===== config.mk =====
export PLATFORM = sky130hd
export DESIGN_NAME = elevator_request_scheduler
export DESIGN_NICKNAME = d
export VERILOG_FILES = /design/src/design/ers_pkg.sv /design/src/design/ers_ram.sv /design/src/design/elevator_request_scheduler.sv
export SDC_FILE = /design/constraint.sdc
export NUM_CORES = 2
export LEC_CHECK = 0
export BUFFER_PORTS_ARGS = -buffer_cell sky130_fd_sc_hd__buf_4
export CAP_MARGIN = 20
export CORE_UTILIZATION = 63
export CTS_CLUSTER_DIAMETER = 200
export DETAILED_ROUTE_END_ITERATION = 8
export GPL_TIMING_DRIVEN = 0
export PLACE_DENSITY = 0.79
export SLEW_MARGIN = 0
export SYNTH_ARGS = -nofsm -noshare
export SYNTH_HDL_FRONTEND = slang
export SYNTH_SLANG_ARGS = --single-unit

===== constraint.sdc =====
create_clock -name clk -period 8.8 [get_ports clk]
set_clock_uncertainty 0.15 [all_clocks]
set_input_delay 2.64 -clock clk [delete_from_list [all_inputs] [get_ports clk]]
set_output_delay 2.64 -clock clk [all_outputs]
set_load 0.01 [all_outputs]

===== src/design/ers_pkg.sv =====
// ----------------------------------------------------------------------------
// Elevator request scheduler package
// Shared constants for the two sorted call queues and the stream payloads.
// ----------------------------------------------------------------------------
`default_nettype none

package ers_pkg;

  localparam int QUEUE_DEPTH = 64;
  localparam int FLOOR_COUNT = 64;

  localparam int FLOOR_W = 6;
  localparam int DEST_W  = 7;
  localparam int COUNT_W = 7;
  localparam int ENTRY_W = FLOOR_W + DEST_W;

  // Floors at or above this value are rejected.
  localparam logic [8:0] FLOOR_LIMIT = 9'(FLOOR_COUNT);

  localparam logic [1:0] OP_UP_CALL   = 2'd0;
  localparam logic [1:0] OP_DOWN_CALL = 2'd1;
  localparam logic [1:0] OP_SERVE     = 2'd2;

  localparam logic [2:0] ST_QUEUED    = 3'd0;
  localparam logic [2:0] ST_RANGE     = 3'd1;
  localparam logic [2:0] ST_DUPLICATE = 3'd2;
  localparam logic [2:0] ST_MOVED     = 3'd3;
  localparam logic [2:0] ST_NOTHING   = 3'd4;

  localparam logic [1:0] DIR_UP   = 2'd0;
  localparam logic [1:0] DIR_DOWN = 2'd1;
  localparam logic [1:0] DIR_IDLE = 2'd2;

  localparam logic QSEL_UP   = 1'b0;
  localparam logic QSEL_DOWN = 1'b1;

endpackage

`default_nettype wire


===== src/design/ers_ram.sv =====
// ----------------------------------------------------------------------------
// Generic simple dual-port RAM
// One write port and one read port with registered read data.
// ----------------------------------------------------------------------------
`default_nettype none

module ers_ram #(
  parameter int WIDTH = ers_pkg::ENTRY_W,
  parameter int DEPTH = ers_pkg::QUEUE_DEPTH,
  localparam int AW = $clog2(DEPTH)
) (
  input  wire logic             clk,
  input  wire logic             wr_en,
  input  wire logic [AW-1:0]    wr_addr,
  input  wire logic [WIDTH-1:0] wr_data,
  input  wire logic [AW-1:0]    rd_addr,
  output logic      [WIDTH-1:0] rd_data
);

  logic [WIDTH-1:0] mem [DEPTH];

  always_ff @(posedge clk) begin
    if (wr_en) begin
      mem[wr_addr] <= wr_data;
    end
    rd_data <= mem[rd_addr];
  end

endmodule

`default_nettype wire


===== src/design/elevator_request_scheduler.sv =====
// ----------------------------------------------------------------------------
// Elevator request scheduler
// Two sorted call queues (up and down) with a scan-style serve step.
// ----------------------------------------------------------------------------
// Channel   Direction  Handshake          Payload
// s_*       in         s_tvalid/s_tready  tuser opcode, tdata call and destination
// m_*       out        m_tvalid/m_tready  tdata status, floors, direction, counts
//
// A call request makes one RAM read per queued entry to find the slot, then
// one move per entry above it. A serve request pops the last entry of its
// queue, plus one insertion when its destination is queued. Reset is
// synchronous and needs no clearing pass over the queues.
// The block accepts the next request while a result still waits on m_*.
// ----------------------------------------------------------------------------
`default_nettype none

module elevator_request_scheduler #(
  parameter int QUEUE_DEPTH = ers_pkg::QUEUE_DEPTH
) (
  input  wire logic        clk,
  input  wire logic        rst,
  input  wire logic        s_tvalid,
  output logic             s_tready,
  input  wire logic [15:0] s_tdata,  // call_floor[5:0], dest_floor[11:6], dest_valid[12]
  input  wire logic [1:0]  s_tuser,  // opcode[1:0]
  output logic             m_tvalid,
  input  wire logic        m_tready,
  output logic [31:0]      m_tdata   // status[2:0], from_floor[8:3], to_floor[14:9],
                                     // travel_dir[16:15], up_pending[23:17],
                                     // down_pending[30:24]
);

  localparam int AW = $clog2(QUEUE_DEPTH);
  localparam int FW = ers_pkg::FLOOR_W;
  localparam int CW = ers_pkg::COUNT_W;

  localparam logic [2:0] S_IDLE     = 3'd0;
  localparam logic [2:0] S_SCAN     = 3'd1;
  localparam logic [2:0] S_SHIFT    = 3'd2;
  localparam logic [2:0] S_INSERT   = 3'd3;
  localparam logic [2:0] S_POP_RD   = 3'd4;
  localparam logic [2:0] S_POP_DATA = 3'd5;
  localparam logic [2:0] S_DONE     = 3'd6;

  logic [2:0]    state;
  logic [FW-1:0] car_floor;
  logic [1:0]    car_dir;
  logic [CW-1:0] up_count;
  logic [CW-1:0] down_count;
  logic          sel;
  logic          internal;
  logic          srv;
  logic          srv_sel;
  logic [FW-1:0] ins_floor;
  logic [ers_pkg::DEST_W-1:0] ins_dest;
  logic [2:0]    status;
  logic [FW-1:0] from_floor;
  logic [CW-1:0] idx;
  logic [CW-1:0] pos;
  logic          pend;
  logic          wpend;
  logic [AW-1:0] waddr;

  logic [CW-1:0] n;
  logic [AW-1:0] rd_addr;
  logic          wr_en;
  logic [AW-1:0] wr_addr;
  logic [ers_pkg::ENTRY_W-1:0] wr_data;
  logic [ers_pkg::ENTRY_W-1:0] up_rd;
  logic [ers_pkg::ENTRY_W-1:0] down_rd;
  logic [ers_pkg::ENTRY_W-1:0] rd_data;
  logic [FW-1:0] rd_floor;
  logic [ers_pkg::DEST_W-1:0] rd_dest;
  logic [FW-1:0] cmp_a;
  logic          lt;
  logic          eq;
  logic          stop;
  logic          up_live;
  logic          down_live;
  logic          stale;
  logic          go_up;
  logic          go_down;
  logic [1:0]    dir_out;
  logic          out_free;
  logic [ers_pkg::DEST_W-1:0] req_dest;

  assign n        = sel ? down_count : up_count;
  assign rd_data  = sel ? down_rd : up_rd;
  assign rd_floor = rd_data[FW-1:0];
  assign rd_dest  = rd_data[ers_pkg::ENTRY_W-1:FW];

  // Shared comparator: the queued floor against the new floor or the destination.
  assign cmp_a = (state == S_POP_DATA) ? rd_dest[FW-1:0] : ins_floor;
  assign lt    = cmp_a < rd_floor;
  assign eq    = cmp_a == rd_floor;
  assign stop  = pend && ((sel == ers_pkg::QSEL_UP) ? !lt : (lt || eq));

  assign up_live   = up_count != '0;
  assign down_live = down_count != '0;
  assign stale     = !((car_dir == ers_pkg::DIR_UP && up_live) ||
                       (car_dir == ers_pkg::DIR_DOWN && down_live));
  assign go_up     = up_live && (car_dir == ers_pkg::DIR_UP || stale);
  assign go_down   = down_live && ((car_dir == ers_pkg::DIR_DOWN && !stale) ||
                                   (stale && !up_live));

  assign dir_out  = (srv && ((srv_sel ? down_count : up_count) == '0)) ?
                    ers_pkg::DIR_IDLE : car_dir;
  assign out_free = !m_tvalid || m_tready;
  assign req_dest = s_tdata[12] ? {1'b1, s_tdata[11:6]} : '0;
  assign s_tready = state == S_IDLE;

  always_comb begin
    rd_addr = idx[AW-1:0];
    wr_en   = 1'b0;
    wr_addr = waddr;
    wr_data = rd_data;
    unique case (state)
      S_SHIFT: begin
        rd_addr = AW'(idx - 1'b1);
        wr_en   = wpend;
      end
      S_INSERT: begin
        wr_en   = 1'b1;
        wr_addr = pos[AW-1:0];
        wr_data = {ins_dest, ins_floor};
      end
      S_POP_RD: begin
        rd_addr = n[AW-1:0];
      end
      default: begin
        rd_addr = idx[AW-1:0];
      end
    endcase
  end

  ers_ram #(
    .WIDTH (ers_pkg::ENTRY_W),
    .DEPTH (QUEUE_DEPTH)
  ) u_up_ram (
    .clk     (clk),
    .wr_en   (wr_en && (sel == ers_pkg::QSEL_UP)),
    .wr_addr (wr_addr),
    .wr_data (wr_data),
    .rd_addr (rd_addr),
    .rd_data (up_rd)
  );

  ers_ram #(
    .WIDTH (ers_pkg::ENTRY_W),
    .DEPTH (QUEUE_DEPTH)
  ) u_down_ram (
    .clk     (clk),
    .wr_en   (wr_en && (sel == ers_pkg::QSEL_DOWN)),
    .wr_addr (wr_addr),
    .wr_data (wr_data),
    .rd_addr (rd_addr),
    .rd_data (down_rd)
  );

  always_ff @(posedge clk) begin
    if (rst) begin
      state      <= S_IDLE;
      car_floor  <= '0;
      car_dir    <= ers_pkg::DIR_IDLE;
      up_count   <= '0;
      down_count <= '0;
      m_tvalid   <= 1'b0;
      srv        <= 1'b0;
      internal   <= 1'b0;
      pend       <= 1'b0;
      wpend      <= 1'b0;
    end else begin
      if (m_tvalid && m_tready && state != S_DONE) begin
        m_tvalid <= 1'b0;
      end
      unique case (state)
        S_IDLE: begin
          if (s_tvalid) begin
            from_floor <= car_floor;
            internal   <= 1'b0;
            srv        <= 1'b0;
            idx        <= '0;
            pend       <= 1'b0;
            ins_floor  <= s_tdata[5:0];
            ins_dest   <= req_dest;
            unique case (s_tuser) inside
              ers_pkg::OP_UP_CALL, ers_pkg::OP_DOWN_CALL: begin
                sel <= (s_tuser == ers_pkg::OP_DOWN_CALL);
                if ({3'b000, s_tdata[5:0]} >= ers_pkg::FLOOR_LIMIT) begin
                  status <= ers_pkg::ST_RANGE;
                  state  <= S_DONE;
                end else begin
                  status <= ers_pkg::ST_QUEUED;
                  state  <= S_SCAN;
                end
              end
              ers_pkg::OP_SERVE: begin
                status <= ers_pkg::ST_MOVED;
                if (go_up) begin
                  car_dir  <= ers_pkg::DIR_UP;
                  up_count <= up_count - 1'b1;
                  sel      <= ers_pkg::QSEL_UP;
                  srv_sel  <= ers_pkg::QSEL_UP;
                  srv      <= 1'b1;
                  state    <= S_POP_RD;
                end else if (go_down) begin
                  car_dir    <= ers_pkg::DIR_DOWN;
                  down_count <= down_count - 1'b1;
                  sel        <= ers_pkg::QSEL_DOWN;
                  srv_sel    <= ers_pkg::QSEL_DOWN;
                  srv        <= 1'b1;
                  state      <= S_POP_RD;
                end else begin
                  car_dir <= ers_pkg::DIR_IDLE;
                  status  <= ers_pkg::ST_NOTHING;
                  state   <= S_DONE;
                end
              end
              default: begin
                status <= ers_pkg::ST_NOTHING;
                state  <= S_DONE;
              end
            endcase
          end
        end
        S_SCAN: begin
          if (stop && eq) begin
            if (!internal) begin
              status <= ers_pkg::ST_DUPLICATE;
            end
            state <= S_DONE;
          end else if (stop || idx == n) begin
            if (n >= CW'(QUEUE_DEPTH)) begin
              if (!internal) begin
                status <= ers_pkg::ST_DUPLICATE;
              end
              state <= S_DONE;
            end else begin
              pos   <= stop ? idx - 1'b1 : idx;
              idx   <= n;
              wpend <= 1'b0;
              state <= S_SHIFT;
            end
          end else begin
            idx  <= idx + 1'b1;
            pend <= 1'b1;
          end
        end
        S_SHIFT: begin
          if (idx != pos) begin
            waddr <= idx[AW-1:0];
            wpend <= 1'b1;
            idx   <= idx - 1'b1;
          end else begin
            wpend <= 1'b0;
            state <= S_INSERT;
          end
        end
        S_INSERT: begin
          if (sel == ers_pkg::QSEL_DOWN) begin
            down_count <= down_count + 1'b1;
          end else begin
            up_count <= up_count + 1'b1;
          end
          state <= S_DONE;
        end
        S_POP_RD: begin
          state <= S_POP_DATA;
        end
        S_POP_DATA: begin
          car_floor <= rd_floor;
          if (rd_dest[ers_pkg::DEST_W-1] && !eq &&
              ({3'b000, rd_dest[FW-1:0]} < ers_pkg::FLOOR_LIMIT)) begin
            sel       <= lt ? ers_pkg::QSEL_DOWN : ers_pkg::QSEL_UP;
            ins_floor <= rd_dest[FW-1:0];
            ins_dest  <= '0;
            internal  <= 1'b1;
            idx       <= '0;
            pend      <= 1'b0;
            state     <= S_SCAN;
          end else begin
            state <= S_DONE;
          end
        end
        S_DONE: begin
          if (out_free) begin
            car_dir  <= dir_out;
            m_tvalid <= 1'b1;
            m_tdata  <= {1'b0, down_count, up_count, dir_out, car_floor, from_floor,
                         status};
            srv      <= 1'b0;
            state    <= S_IDLE;
          end
        end
        default: begin
          state <= S_IDLE;
        end
      endcase
    end
  end

endmodule

`default_nettype wire


## Word-level counts from Yosys, hierarchy flattened

Memory sizes are Yosys's and may differ from the RTL's. A register that Yosys moved wholly into a read port is not among the register bits.
Cells that the tools add are included.

| storage, ports and cells | value |
|---|---|
| flip-flop bits (word level) | 105 |
| memory bits (writable) | 1664 |
| input bits | 22 |
| output and inout bits | 34 |
| logic and storage cells | 217 |
| memories | 2 |

Memory list:

| name | depth | width | read ports | clocked after Yosys merged registers in | write ports | line | source |
|---|---|---|---|---|---|---|---|
| u_down_ram.mem | 64 | 13 | 1 | 1 | 1 | ers_ram.sv:20 | `logic [WIDTH-1:0] mem [DEPTH];` |
| u_up_ram.mem | 64 | 13 | 1 | 1 | 1 | ers_ram.sv:20 |  |

| cells by class | value |
|---|---|
| add/subtract/negate cells | 6 |
| magnitude comparators | 2 |
| equal/unequal tests | 33 |
| mux-type cells | 93 |
| bitwise logic cells | 4 |
| reduce and logical (&&, ||, !) cells | 57 |

Operators by type and width:

| cell | number |
|---|---|
| 7-bit 2-to-1 mux | 20 |
| 3-bit 2-to-1 mux | 14 |
| 7-bit one-hot mux with 2 select lines | 3 |
| 7-bit one-hot mux with 4 select lines | 1 |
| 1-bit 2-to-1 mux | 27 |
| 13-bit 2-to-1 mux | 2 |
| 5-bit AND reduction | 5 |
| 6-bit 2-to-1 mux | 4 |
| 6-bit one-hot mux with 2 select lines | 2 |
| 2-bit inequality test, second input constant | 11 |
| 7-bit by 1-bit adder with 7-bit output, second input constant | 3 |
| 3-bit one-hot mux with 7 select lines | 1 |
| 7-bit by 1-bit subtractor with 7-bit output, second input constant | 3 |
| 3-bit one-hot mux with 2 select lines | 3 |
| 2-bit 2-to-1 mux | 8 |
| 4-bit AND reduction | 4 |
| 3-bit AND reduction | 5 |
| 1-bit logical AND | 14 |
| 7-bit nonzero test | 2 |
| 3-bit inequality test, second input constant | 4 |
| 1-bit one-hot mux with 2 select lines | 6 |
| 6-bit AND reduction | 2 |
| 2-bit nonzero test | 6 |
| 3-bit == test, second input constant | 3 |
| 24 further kinds | 42 |

## Logic depth before layout (Yosys ltp)

| logic depth | value |
|---|---|
| depth after elaboration | 12 |
| depth in mapped cells | 17 |
| mapped depth without buffers | 14 |

## Modules after synthesis

Synthesis repeated with hierarchy kept, for this count alone.

| second synthesis, totals | value |
|---|---|
| cell total of the unflattened synthesis | 3423 |
| area, all modules | 70720.3 µm² |

By module, submodules not included:

| module | instances | cells an instance | area an instance (µm²) | seq. area each (µm²) |
|---|---|---|---|---|
| ers_ram at u_down_ram | 1 | 1432 | 32433.6 | 25244.2 |
| ers_ram at u_up_ram | 1 | 1402 | 32344.8 | 25244.2 |
| elevator_request_scheduler | 1 | 589 | 5941.9 | 2852.7 |

## Worst setup path after synthesis

OpenSTA, ideal clock, no wires.

| timing path | value |
|---|---|
| kind | input port to flip-flop |
| from | input port rst |
| to | register m_tdata[0], enable pin |
| setup time | 0.497 ns |
| data arrival time | 5.860 ns |
| data required time | 8.153 ns |
| slack | 2.292 ns |
| stages | 2 |
| buffers on the path | 1 |
| cells stage by stage | clkbuf_1 > nor4_1 |

| on the way | value |
|---|---|
| longest elaborated chain between the ends | 2 |

Ends and longest elaborated chain:

| what | line | source |
|---|---|---|
| from (decl) | elevator_request_scheduler.sv:21 | `input wire logic rst,` |
| 1-bit inverter (no line) | - |  |
| 3-bit AND reduction (no line) | - |  |
| to (signal assigned) | elevator_request_scheduler.sv:289 | `m_tdata <= {1'b0, down_count, up_count, dir_out, car_floor, from_floor,` |
| to (decl) | elevator_request_scheduler.sv:28 | `output logic [31:0] m_tdata` |

Every way passes these cells.
A chain may end at the register's enable or synchronous reset.

## Final worst setup path

| timing path | value |
|---|---|
| from | register sel |
| to | register pos[2], enable pin |

| on the way | value |
|---|---|
| longest elaborated chain between the ends | 9 |
| elaborated cells on any way between the ends | 16 |
| those cells by class | 2 x order compare; 2 x eq/ne; 4 x mux; 2 x bitwise; 6 x reduce/logical |

Ends and longest elaborated chain:

| what | line | source |
|---|---|---|
| from (decl) | elevator_request_scheduler.sv:50 | `logic sel;` |
| from (signal assigned) | elevator_request_scheduler.sv:188 | `sel <= (s_tuser == ers_pkg::OP_DOWN_CALL);` |
| from (signal assigned) | elevator_request_scheduler.sv:202 | `sel <= ers_pkg::QSEL_UP;` |
| from (signal assigned) | elevator_request_scheduler.sv:209 | `sel <= ers_pkg::QSEL_DOWN;` |
| 13-bit 2-to-1 mux | elevator_request_scheduler.sv:88 | `assign rd_data = sel ? down_rd : up_rd;` |
| 6-bit 2-to-1 mux | elevator_request_scheduler.sv:93 | `assign cmp_a = (state == S_POP_DATA) ? rd_dest[FW-1:0] : ins_floor;` |
| 6-bit < comparator or 6-bit == test (tied branches) | elevator_request_scheduler.sv:94, elevator_request_scheduler.sv:95 |  |
| 1-bit zero test or 1-bit logical OR (tied branches) | elevator_request_scheduler.sv:96 | `assign stop = pend && ((sel == ers_pkg::QSEL_UP) ? !lt : (lt \|\| eq));` |
| 1-bit 2-to-1 mux | elevator_request_scheduler.sv:96 |  |
| 1-bit logical AND | elevator_request_scheduler.sv:96 |  |
| 1-bit logical AND | elevator_request_scheduler.sv:227 | `if (stop && eq) begin` |
| 1-bit inverter (no line) | - |  |
| 5-bit AND reduction (no line) (*) | - |  |
| to (signal assigned) | elevator_request_scheduler.sv:239 | `pos <= stop ? idx - 1'b1 : idx;` |
| to (decl) | elevator_request_scheduler.sv:59 | `logic [CW-1:0] pos;` |

Every way passes the cells marked *; elsewhere a longest branch is shown, timed or not.

==> impl_metrics.yaml <==
synthesis:
  netlist_area_um2: 71300
  ys_seq_elements: 1795
  synth_area_leaders: "edfxtp_1, nand2_1, nand3_1"
  ys.flop_type: "edfxtp_1"
  yosysTopAreaCellShare_pct: 73.3
  synth-edff-count: 1739
  async_reset_ff_share_pct: 0
  synth.distinct_cells: 77
  synth_most_common_cell: "edfxtp_1"
  yosys.area.top_type: "edfxtp_1"
  yosysSeqAreaShare_pct: 74.8
  syn_avg_cell_area_um2: 13.7
  synth_commonest_cells: "edfxtp_1, nand2_1, nand3_1"
  synth_nets: 5259
  synthCells: 5217
  ys_warn_count: 0
detailed_routing:
  dr_total_vias: 47836
  dr.pass1.iters: 8
  drtAntennaViolNets: 0
  drt_iter0_drc: 8167
  drc: 0
  routed_via_density: 6.62
  wl_um: 202000
  routedWlPerCell_um: 28.0
place:
  io_buffers: 50
  place_congestion: 0.972
  placed_cells: 6853
  hpwl_um: 140000
floorplanning:
  io_pins: 56
  die_w_um: 338
  die_h_um: 338
  dieArea_um2: 114000
  core_area_um2: 112000
  initial_core_util_pct: 63.4
  num_rows: 123
sta:
  slew_viol_final: 0
  slew_headroom_pct: 16.7
  hold_viol: 0
  setup_tns_ps: 0
  min_period_ps: 6380
  whs_ps: 275
  fin_crit_sh_pct: 72.5
  rsz0062_at_grt: "false"
  setup_violations: 0
  max_freq_mhz: 157
  tightest_slew_ps: 1250
clock_network:
  path_clk_slew_ps: 60
  htree_levels: 4
  clockRootBuffer: "clkbuf_16"
  ctsHoldBuffers: 0
  cts_inserted_buffers: 172
  ctsResizeCount: 0
  clockBufferDepth: 3
  worst_skew_pair.late_latency_ps: 790
  cts.sinks: 1795
  post-cts-setup-buffer-count: 0
  cts_tree: "done"
layout:
  nNetsFinal: 5635
  area_growth_pct: 13.6
  drive_above_1_share_pct: 11.9
  fin_cells: 7230
  fin_util_pct: 72.1
worst_setup_path:
  cp.required_ps: 9130
  setup.worst_path.start_class: "register"
  cp.arrival_ps: 6710
  critPathMaxFanout: 10
  crit_type: "reg2reg"
  critPathCaptureType: "register"
grt:
  grt_pass1_wl_um: 291000
  met1_usage_pct: 46.8
  gr-usage-met3_pct: 9.06
  grt_usage_pct: 34.8
  antenna_found_initial: 5
  grt_max_degree: 44
  grt.busiest_layer: "met2"
  grt_overflow: 0
  grt_pass1_vias: 45324
  use_met2_pct: 53.3
flow_run:
  cap_violations: 0
run_status:
  status: "finished, final reports clean"
worst_hold_path:
  worstHoldPathType: "reg2reg"
==> critical path, stage by stage, from the launching register on <==
cell and delay [ps]:
edfxtp_1 320, buf_4 180, buf_1 660, clkbuf_1 660, mux2i_1 810, nand2_1 200
o21a_1 170, ha_1 290, a21o_1 200, a21o_1 190, a221o_1 440, and3_1 210
o21ai_1 510, inv_1 130, nor4_1 650, buf_2 290
==> layout make-up <==
| cell class | instances | area, um2 |
|---|---|---|
| plain buffers | 334 | 1600 |
| fillers | 6820 | 31400 |
| diodes | 1 | 2.50 |
| multi-input cells | 3072 | 16500 |
| clock buffers | 211 | 4570 |
| flip-flops and latches | 1795 | 53300 |
| inverters | 16 | 60.1 |
| repair buffers | 202 | 2340 |
| clock inverters | 99 | 726 |
| well taps | 1500 | 1880 |
==> routing by layer <==
| metal | vias up | share of wire [%] |
|---|---|---|
| met5 | - | 0.023 |
| met4 | 4 | 5.7 |
| met3 | 625 | 14 |
| met2 | 3866 | 45 |
| met1 | 22979 | 35 |
| li1 | 20362 | - |
==> cells by family after synthesis <==
| group | after synthesis | share of synthesized area (%) |
|---|---|---|
| compound gates | 664 | 6.64 |
| xor+xnor | 42 | 0.516 |
| fa+ha+maj | 20 | 0.372 |
| buf+inv | 350 | 2.32 |
| flops | 1795 | 74.8 |
| mux | 140 | 1.98 |
| other cells | 1 | 0.00526 |
| simple gates | 2205 | 13.3 |
==> cells in the final DEF, fill, tap and decap left out, drive strengths merged, types with 56 or more instances in the layout <==
master,n
clkbuf,343
clkinv,87
edfxtp,1739
a21oi,149
a32oi,129
nand3,474
nor2,208
dfxtp,56
and3,63
nand2,1307
buf,404
a31oi,159
mux2i,136
==> flip-flops by register name, indices dropped and copies added, names as in the netlist, 2 cells and up <==
signal	count
ins_floor	6
idx	7
up_count	7
car_dir	2
u_up_ram.mem	832
u_down_ram.mem	832
waddr	6
down_count	7
u_up_ram.rd_data	13
status	3
car_floor	6
state	3
ins_dest	7
u_down_ram.rd_data	13
pos	7
m_tdata	31
from_floor	6
==> through the flow <==
step                setup WS (ps)  area (um2)
floorplan                    2290       71300
global placement            -4220       73500
detailed placement           2560       75100
CTS                          2530       80400
global route                 2170       81000
finish                       2420       81000
==> path summary, 6_finish.rpt <==
kind | endpoint | depth (start not counted) | slack, ps | startpoint
worst max register to register | pos[2] | 15 | 2420 | sel
worst min register to register | m_tdata[4] | 0 | 270 | from_floor[1]
worst min-delay path | m_tdata[4] | 0 | 270 | from_floor[1]
worst max-delay path | pos[2] | 15 | 2420 | sel
Power is left out: the tool's default activity adds up to more than one toggle a clock period on the data nets, which glitch-free logic cannot reach.
